File: config.mk
export PLATFORM = sky130hd
export DESIGN_NAME = dmhf_ctrl
export DESIGN_NICKNAME = d
export VERILOG_FILES = /design/src/hw/rtl/dmhf_pkg.sv /design/src/hw/rtl/dmhf_ctrl.sv
export SDC_FILE = /design/constraint.sdc
export NUM_CORES = 1
export LEC_CHECK = 0
export BUFFER_PORTS_ARGS = -buffer_cell sky130_fd_sc_hd__buf_2
export CAP_MARGIN = 20
export CORE_MARGIN = 1.5
export CORE_UTILIZATION = 45
export DETAILED_ROUTE_END_ITERATION = 16
export MAX_ROUTING_LAYER = met4
export PLACE_DENSITY = 0.74
export REMOVE_ABC_BUFFERS = 1
export SYNTH_ARGS = -nofsm -noshare
export SYNTH_HDL_FRONTEND = slang
export SYNTH_SLANG_ARGS = --single-unit
File: constraint.sdc
create_clock -name clock -period 1.4 [get_ports clock]
set_input_delay 0.28 -clock clock [delete_from_list [all_inputs] [get_ports clock]]
set_output_delay 0.28 -clock clock [all_outputs]
set_load 0.05 [all_outputs]
File: src/hw/rtl/dmhf_pkg.sv
// Types, codes and helper functions for the direction map hole fill block.
`timescale 1ns / 1ps
package dmhf_pkg;

   localparam int DMHF_MAX_WIDTH  = 256;
   localparam int DMHF_MAX_HEIGHT = 256;

   localparam logic [1:0] REQ_LOAD = 2'd0;
   localparam logic [1:0] REQ_RUN  = 2'd1;
   localparam logic [1:0] REQ_READ = 2'd2;

   localparam logic [1:0] CSR_WIDTH  = 2'd0;
   localparam logic [1:0] CSR_HEIGHT = 2'd1;
   localparam logic [1:0] CSR_PASSES = 2'd2;

   localparam int          CSR_DATA_W   = 9;
   localparam logic [8:0]  RST_WIDTH    = 9'd256;
   localparam logic [8:0]  RST_HEIGHT   = 9'd256;
   localparam logic [3:0]  RST_PASSES   = 4'd4;
   localparam logic [3:0]  LAST_TAP     = 4'd8;

   typedef struct packed {
      logic [1:0] req_type;
      logic [7:0] pixel_x;
      logic [7:0] pixel_y;
      logic [7:0] in_red;
      logic [7:0] in_green;
      logic [7:0] in_blue;
      logic [7:0] in_alpha;
   } dmhf_req_type;

   typedef struct packed {
      logic [7:0] out_red;
      logic [7:0] out_green;
      logic [7:0] out_blue;
      logic [7:0] out_alpha;
   } dmhf_rsp_type;

   typedef struct packed {
      logic       load_wr;
      logic       req_rd;
      logic       tap_rd;
      logic [3:0] tap_idx;
      logic       div_go;
      logic       next_wr;
      logic       copy_rd;
      logic       copy_wr;
      logic       fin_rd;
      logic       fin_wr;
      logic       pix_clr;
      logic       pix_step;
   } dmhf_cmd_type;

   typedef struct packed {
      logic       last_pix;
      logic [3:0] passes;
   } dmhf_status_type;

   // Tap 0 is the centre pixel, taps 1 to 8 walk round its neighbours.
   function automatic logic signed [1:0] tap_dx(input logic [3:0] idx);
      logic signed [1:0] d;
      case (idx)
         4'd2, 4'd3, 4'd4: d = 2'sd1;
         4'd6, 4'd7, 4'd8: d = -2'sd1;
         default:          d = 2'sd0;
      endcase
      return d;
   endfunction

   function automatic logic signed [1:0] tap_dy(input logic [3:0] idx);
      logic signed [1:0] d;
      case (idx)
         4'd1, 4'd2, 4'd8: d = 2'sd1;
         4'd4, 4'd5, 4'd6: d = -2'sd1;
         default:          d = 2'sd0;
      endcase
      return d;
   endfunction

   // Rounded-up 2^16 / c; exact floor quotient for sums below 2048.
   function automatic logic [16:0] recip(input logic [3:0] c);
      logic [16:0] r;
      case (c)
         4'd1:    r = 17'd65536;
         4'd2:    r = 17'd32768;
         4'd3:    r = 17'd21846;
         4'd4:    r = 17'd16384;
         4'd5:    r = 17'd13108;
         4'd6:    r = 17'd10923;
         4'd7:    r = 17'd9363;
         4'd8:    r = 17'd8192;
         default: r = 17'd0;
      endcase
      return r;
   endfunction

endpackage

File: src/hw/rtl/dmhf_ctrl.sv
// Sequencer for requests and the fill, copy and final sweeps.
`timescale 1ns / 1ps
module dmhf_ctrl (
   input  logic                      clock,
   input  logic                      reset,
   input  logic                      start,
   input  logic [1:0]                req_type,
   input  dmhf_pkg::dmhf_status_type status,
   output logic                      busy,
   output logic                      rsp_valid,
   output dmhf_pkg::dmhf_cmd_type    cmd
);
   import dmhf_pkg::*;

   localparam logic [3:0] S_IDLE = 4'd0;
   localparam logic [3:0] S_TAP  = 4'd1;
   localparam logic [3:0] S_LAST = 4'd2;
   localparam logic [3:0] S_DIV  = 4'd3;
   localparam logic [3:0] S_WR   = 4'd4;
   localparam logic [3:0] S_CRD  = 4'd5;
   localparam logic [3:0] S_CWR  = 4'd6;
   localparam logic [3:0] S_FRD  = 4'd7;
   localparam logic [3:0] S_FWR  = 4'd8;
   localparam logic [3:0] S_DONE = 4'd9;

   logic [3:0] state_ff;
   logic [3:0] tap_ff;
   logic [3:0] pass_ff;
   logic       resp_ff;
   logic       accept;

   assign busy      = (state_ff != S_IDLE);
   assign accept    = start && !busy;
   assign rsp_valid = resp_ff || (state_ff == S_DONE);

   always_ff @(posedge clock) begin
      if (reset) begin
         state_ff <= S_IDLE;
         tap_ff   <= '0;
         pass_ff  <= '0;
         resp_ff  <= 1'b0;
      end else begin
         resp_ff <= accept && (req_type != REQ_RUN);
         case (state_ff)
            S_IDLE: begin
               tap_ff  <= '0;
               pass_ff <= '0;
               if (accept && req_type == REQ_RUN) begin
                  state_ff <= (status.passes != 4'd0) ? S_TAP : S_FRD;
               end
            end
            S_TAP: begin
               if (tap_ff == LAST_TAP) begin
                  tap_ff   <= '0;
                  state_ff <= S_LAST;
               end else begin
                  tap_ff <= tap_ff + 4'd1;
               end
            end
            S_LAST: state_ff <= S_DIV;
            S_DIV:  state_ff <= S_WR;
            S_WR:   state_ff <= status.last_pix ? S_CRD : S_TAP;
            S_CRD:  state_ff <= S_CWR;
            S_CWR: begin
               if (status.last_pix) begin
                  pass_ff  <= pass_ff + 4'd1;
                  state_ff <= (pass_ff + 4'd1 == status.passes) ? S_FRD : S_TAP;
               end else begin
                  state_ff <= S_CRD;
               end
            end
            S_FRD:  state_ff <= S_FWR;
            S_FWR:  state_ff <= status.last_pix ? S_DONE : S_FRD;
            S_DONE: state_ff <= S_IDLE;
            default: state_ff <= S_IDLE;
         endcase
      end
   end

   always_comb begin
      cmd          = '0;
      cmd.load_wr  = accept && (req_type == REQ_LOAD);
      cmd.req_rd   = accept && (req_type == REQ_READ);
      cmd.tap_rd   = (state_ff == S_TAP);
      cmd.tap_idx  = tap_ff;
      cmd.div_go   = (state_ff == S_DIV);
      cmd.next_wr  = (state_ff == S_WR);
      cmd.copy_rd  = (state_ff == S_CRD);
      cmd.copy_wr  = (state_ff == S_CWR);
      cmd.fin_rd   = (state_ff == S_FRD);
      cmd.fin_wr   = (state_ff == S_FWR);
      cmd.pix_clr  = (state_ff == S_IDLE);
      cmd.pix_step = (state_ff == S_WR) || (state_ff == S_CWR) || (state_ff == S_FWR);
   end

endmodule

# Word-level counts from Yosys, hierarchy flattened
# Index checks and enable logic that the tools add are counted.
# totals
register_bits	13
latch_bits	0
ram_bits	0
rom_bits	0
inputBits	10
output_inout_bits	17
wordCells	52
n_memories	0
# classes
n_addsub	2
mul	0
n_div	0
n_lt_le_gt_ge	0
n_eq_ne	17
shifts	0
muxes	12
n_bitwise	0
reduce_logical	17
# ops
cell	count
4-bit case mux with 9 select lines	1
4-bit 2-to-1 mux	5
4-bit by 3-bit == test with 1-bit output, second input constant	4
4-bit case mux with 2 select lines	2
4-bit == test, second input constant	3
3-bit 2-to-1 mux	4
4-bit by 1-bit adder with 4-bit output, second input constant	2
4-bit by 2-bit == test with 1-bit output, second input constant	2
4-bit nonzero test	2
2-bit by 1-bit inequality test with 1-bit output, second input constant	3
1-bit logical AND	5
4-bit by 1-bit == test with 1-bit output, second input constant	1
4-bit == test	1
4-bit logical NOT	1
2-bit AND reduction	2
2-bit nonzero test	2
1-bit logical OR	3
2-bit by 1-bit == test with 1-bit output, second input constant	1
2-bit == test, second input constant	1
2-bit logical NOT	1
2-bit inequality test, second input constant	1
1-bit logical NOT	1

# Depth between registers and ports, before layout
# depth
word_depth	6
mapped_depth	6
mapped_depth_nobuf	6

# Least setup slack after synthesis
# Ideal clock, no wire load.
# synth_timing
path_type	flip-flop to output port
startpoint	reg state_ff[0]
endpoint	out cmd[13] in the netlist's numbering
arrival_time_ps	2574
required_time_ps	1120
path_slack_ps	-1454
path_stages_with_launch	6
path_buffers	1
path_cell_list	dfxtp_1 > buf_4 > or4_4 > inv_2 > nand2_1 > nor3b_1
# synth_rtl
item	line_no	text
start, declared	dmhf_ctrl.sv:26	logic [3:0] state_ff;
start signal, assigned	dmhf_ctrl.sv:49	state_ff <= (status.passes != 4'd0) ? S_TAP : S_FRD;
start signal, assigned	dmhf_ctrl.sv:62	S_WR: state_ff <= status.last_pix ? S_CRD : S_TAP;
start signal, assigned	dmhf_ctrl.sv:67	state_ff <= (pass_ff + 4'd1 == status.passes) ? S_FRD : S_TAP;
end, declared	dmhf_ctrl.sv:11	output dmhf_pkg::dmhf_cmd_type cmd

==> impl_metrics.py <==
metrics = {
    "status": {
        "status": "complete, but fails checks",
        "violations": "setup timing",
    },
    "synthesis": {
        "yosysSeqAreaShare": 0.288,
        "yosysTopAreaCell": "dfxtp_1",
        "yosysUniqueCellTypes": 38,
        "synth_top_area_share": 0.288,
        "synthTopCellsByArea": "dfxtp_1 29%, nor3_1 5.5%, a21oi_1 5.0%",
        "postSynthAreaPerCell_sq_um": 7.79,
        "synth_edf_count": 0,
        "syn_inst": 116,
        "synth-seq-cells": 13,
        "async_flop_share": 0,
        "synth_warnings": 0,
        "synth-main-ff-cell": "dfxtp_1",
        "netlist_area_sq_um": 903,
    },
    "power_and_ir_drop": {
        "irDropWorstVdd_mv": 0.880,
        "total_power_mw": 1.69,
        "p_per_area_nw_per_um2": 950,
        "p_leak_nw": 0.747,
    },
    "floorplan": {
        "rows": 16,
        "die_w_um": 47.8,
        "io-pin-count": 27,
        "initial_core_util": 0.470,
        "die-area_sq_um": 2290,
        "coreArea_sq_um": 1920,
        "die_y_um": 47.8,
    },
    "timing": {
        "finalHoldViolCount": 0,
        "worstMarginPinSlew_ns": 0.526,
        "fin_ws_ns": -0.595,
        "skew_ns": 0.00122,
        "max_freq_mhz": 501,
        "rsz0062_at_grt": "yes",
        "layout_worst_path_cycle_share": 1.43,
        "setup_viol": 26,
        "relSlewSlack": 0.646,
        "slew_viol_final": 0,
        "fin_crit_ns": 2.00,
        "hold_ws_ns": 0.314,
    },
    "placement": {
        "place.gp.congestion": 0.856,
        "dpl.cell_count": 186,
        "port_buffers": 26,
        "dp_hpwl_um": 1810,
        "preCtsSetupSlack_ns": -0.293,
    },
    "route": {
        "drt_iter0_markers": 106,
        "drtPass1Iterations": 4,
        "drtAntennaViolNets": 0,
        "wl_um": 4840,
        "num_vias": 1332,
        "viasPerCell": 6.34,
        "wl_per_cell_um": 23.1,
        "drcViolationCount": 0,
    },
    "clock_network": {
        "cts_max_path_buffers": 2,
        "clk_pin_slew_ns": 0.09,
        "worstSkewPairLatency_ns": 0.30,
        "cts_root_buf": "clkbuf_4",
        "cts_buffers": 3,
        "cts_hold_buf": 0,
        "h-tree-depth": 1,
        "cts.sinks": 13,
        "cts_tree": "built",
    },
    "cells_and_area": {
        "regArea_sq_um": 265,
        "synthToLayoutAreaGrowth_pct": 96.8,
        "drive_above_1_share": 0.639,
        "fillers": 65,
        "final_util": 0.925,
        "nets": 197,
        "layoutNonFillerInstCount": 210,
        "diodes": 0,
        "multi_input_area_sq_um": 820,
    },
    "setup_path": {
        "r2r-start": "state_ff[1]",
        "end_kind": "output pin",
        "reg2reg_depth": 8,
        "worstSetupPathType": "reg2out",
        "worst-path-max-fanout": 3,
        "r2r-end": "tap_ff[3]",
        "cp-startpoint": "state_ff[1]",
        "setup.worst_path.start_class": "flip-flop",
        "critPathRequiredTime_ns": 1.12,
        "arrival_ns": 1.72,
        "endpoint": "cmd[13]",
        "rrSetupSlack_ns": -0.39,
    },
    "global_route": {
        "overflow": 0,
        "grt_pass1_vias": 1075,
        "antenna_found_initial": 0,
        "grt_pass1_wl_um": 4570,
        "grt_usage": 0.300,
        "grt_max_degree": 14,
    },
    "hold_path": {
        "hp-class": "in2reg",
    },
    "flow_run": {
        "max_cap_violations": 0,
    },
}
## cells in the mapped netlist (2+ instances only)
library cell  number
nand2_1            8
inv_2              4
o21ai_1            3
nor3_1            10
clkbuf_1           3
xnor2_1            5
buf_2              2
or3_1              3
inv_1              3
nand4_1            2
nor3b_1            2
nor2_1            10
nand2b_1           3
a21oi_1            9
nand3b_1           3
ha_1               3
dfxtp_1           13
nand3_1            3
o21ai_0            3
nor2b_1            3
a31oi_1            3
xor2_1             2
## per-stage QoR
stage	TNS, ns	area (sq um)
2_1_floorplan	-10.54	875
3_3_place_gp	-1.99	1210
3_5_place_dp	-2.29	1210
4_1_cts	-5.47	1500
5_1_grt	-8.94	1780
6_report	-8.34	1780
## power by group
part	total, mW	leakage [nW]	switching [mW]	internal [mW]
logic	1.02	0.622	0.571	0.447
clock network	0.262	0.0177	0.155	0.107
registers	0.410	0.107	0.0155	0.394
total	1.69	0.747	0.741	0.948
## logic make-up after synthesis
family | Yosys count | synth area share
simple gates | 55 | 0.367
compound gates | 25 | 0.175
buf+inv | 13 | 0.0609
flops | 13 | 0.288
xor+xnor | 7 | 0.0679
fa+ha+maj | 3 | 0.0416
## what timing repair did
item	in CTS	in global routing
cloned	0	0
setup buffers	8	13
setup endpoints to repair	24	26
pin swaps	6	13
gates resized for setup	57	38
## area by class of cell
type | count | area share
multi-input combinational | 90 | 0.461
timing repair buffer | 69 | 0.336
sequential | 13 | 0.149
inverter | 7 | 0.0190
tap | 27 | 0.0190
clock buffer | 3 | 0.0127
clock inverter | 1 | 0.00281
## critical path: stages, from the launching register on
cell and delay (ns):
dfxtp_2 0.34, or4_4 0.56, inv_4 0.08, nand2_4 0.06
nor3b_4 0.19, buf_6 0.18
## cell usage in the layout (no fill, tap or decap), types with 2 or more instances in the layout
cell type	synthesis	final
nor2_1	10	8
nor2b_1	3	2
buf_6	0	20
or3_4	1	2
nor3_1	10	4
buf_8	0	5
nand2b_4	0	3
nor3b_4	0	2
nand2_4	0	2
nor3_4	0	3
o21ai_0	3	3
clkbuf_4	0	3
nor3_2	0	3
inv_1	3	3
a21oi_2	1	4
nand3_1	3	3
nand4_1	2	2
dfxtp_1	13	9
ha_1	3	3
a21oi_1	9	5
dfxtp_2	0	4
nand3b_1	3	3
inv_4	0	3
xor2_1	2	2
xnor2_1	5	5
or3_1	3	2
a31oi_4	0	2
nor2_4	0	2
nand2_1	8	6
buf_2	2	13
buf_4	1	31
## how the worst min path moves through the flow
stage | start | end | slack (ns) | cells past startpoint
after floorplan | reset | tap_ff[3] | 0.34 | 1
after global routing | reset | state_ff[1] | 0.33 | 3
after CTS | req_type[1] | resp_ff | 0.30 | 3
after global placement | pass_ff[1] | pass_ff[1] | 0.49 | 2
after detailed placement | pass_ff[3] | pass_ff[3] | 0.50 | 2
final | reset | state_ff[1] | 0.31 | 3
## state kept, by name (all words and copies together) (netlist names)
| signal | count |
|---|---|
| state_ff | 4 |
| tap_ff | 4 |
| pass_ff | 4 |
| resp_ff | 1 |
## routing by layer
| layer | part of all wire | wire, um | global-route usage |
|---|---|---|---|
| met4 | 0.056 | 271 | 0.108 |
| met3 | 0.11 | 527 | 0.0642 |
| met5 | 0 | 0 | - |
| met1 | 0.37 | 1770 | 0.334 |
| met2 | 0.47 | 2270 | 0.520 |
No activity file was read; power rests on OpenSTA's default activity.
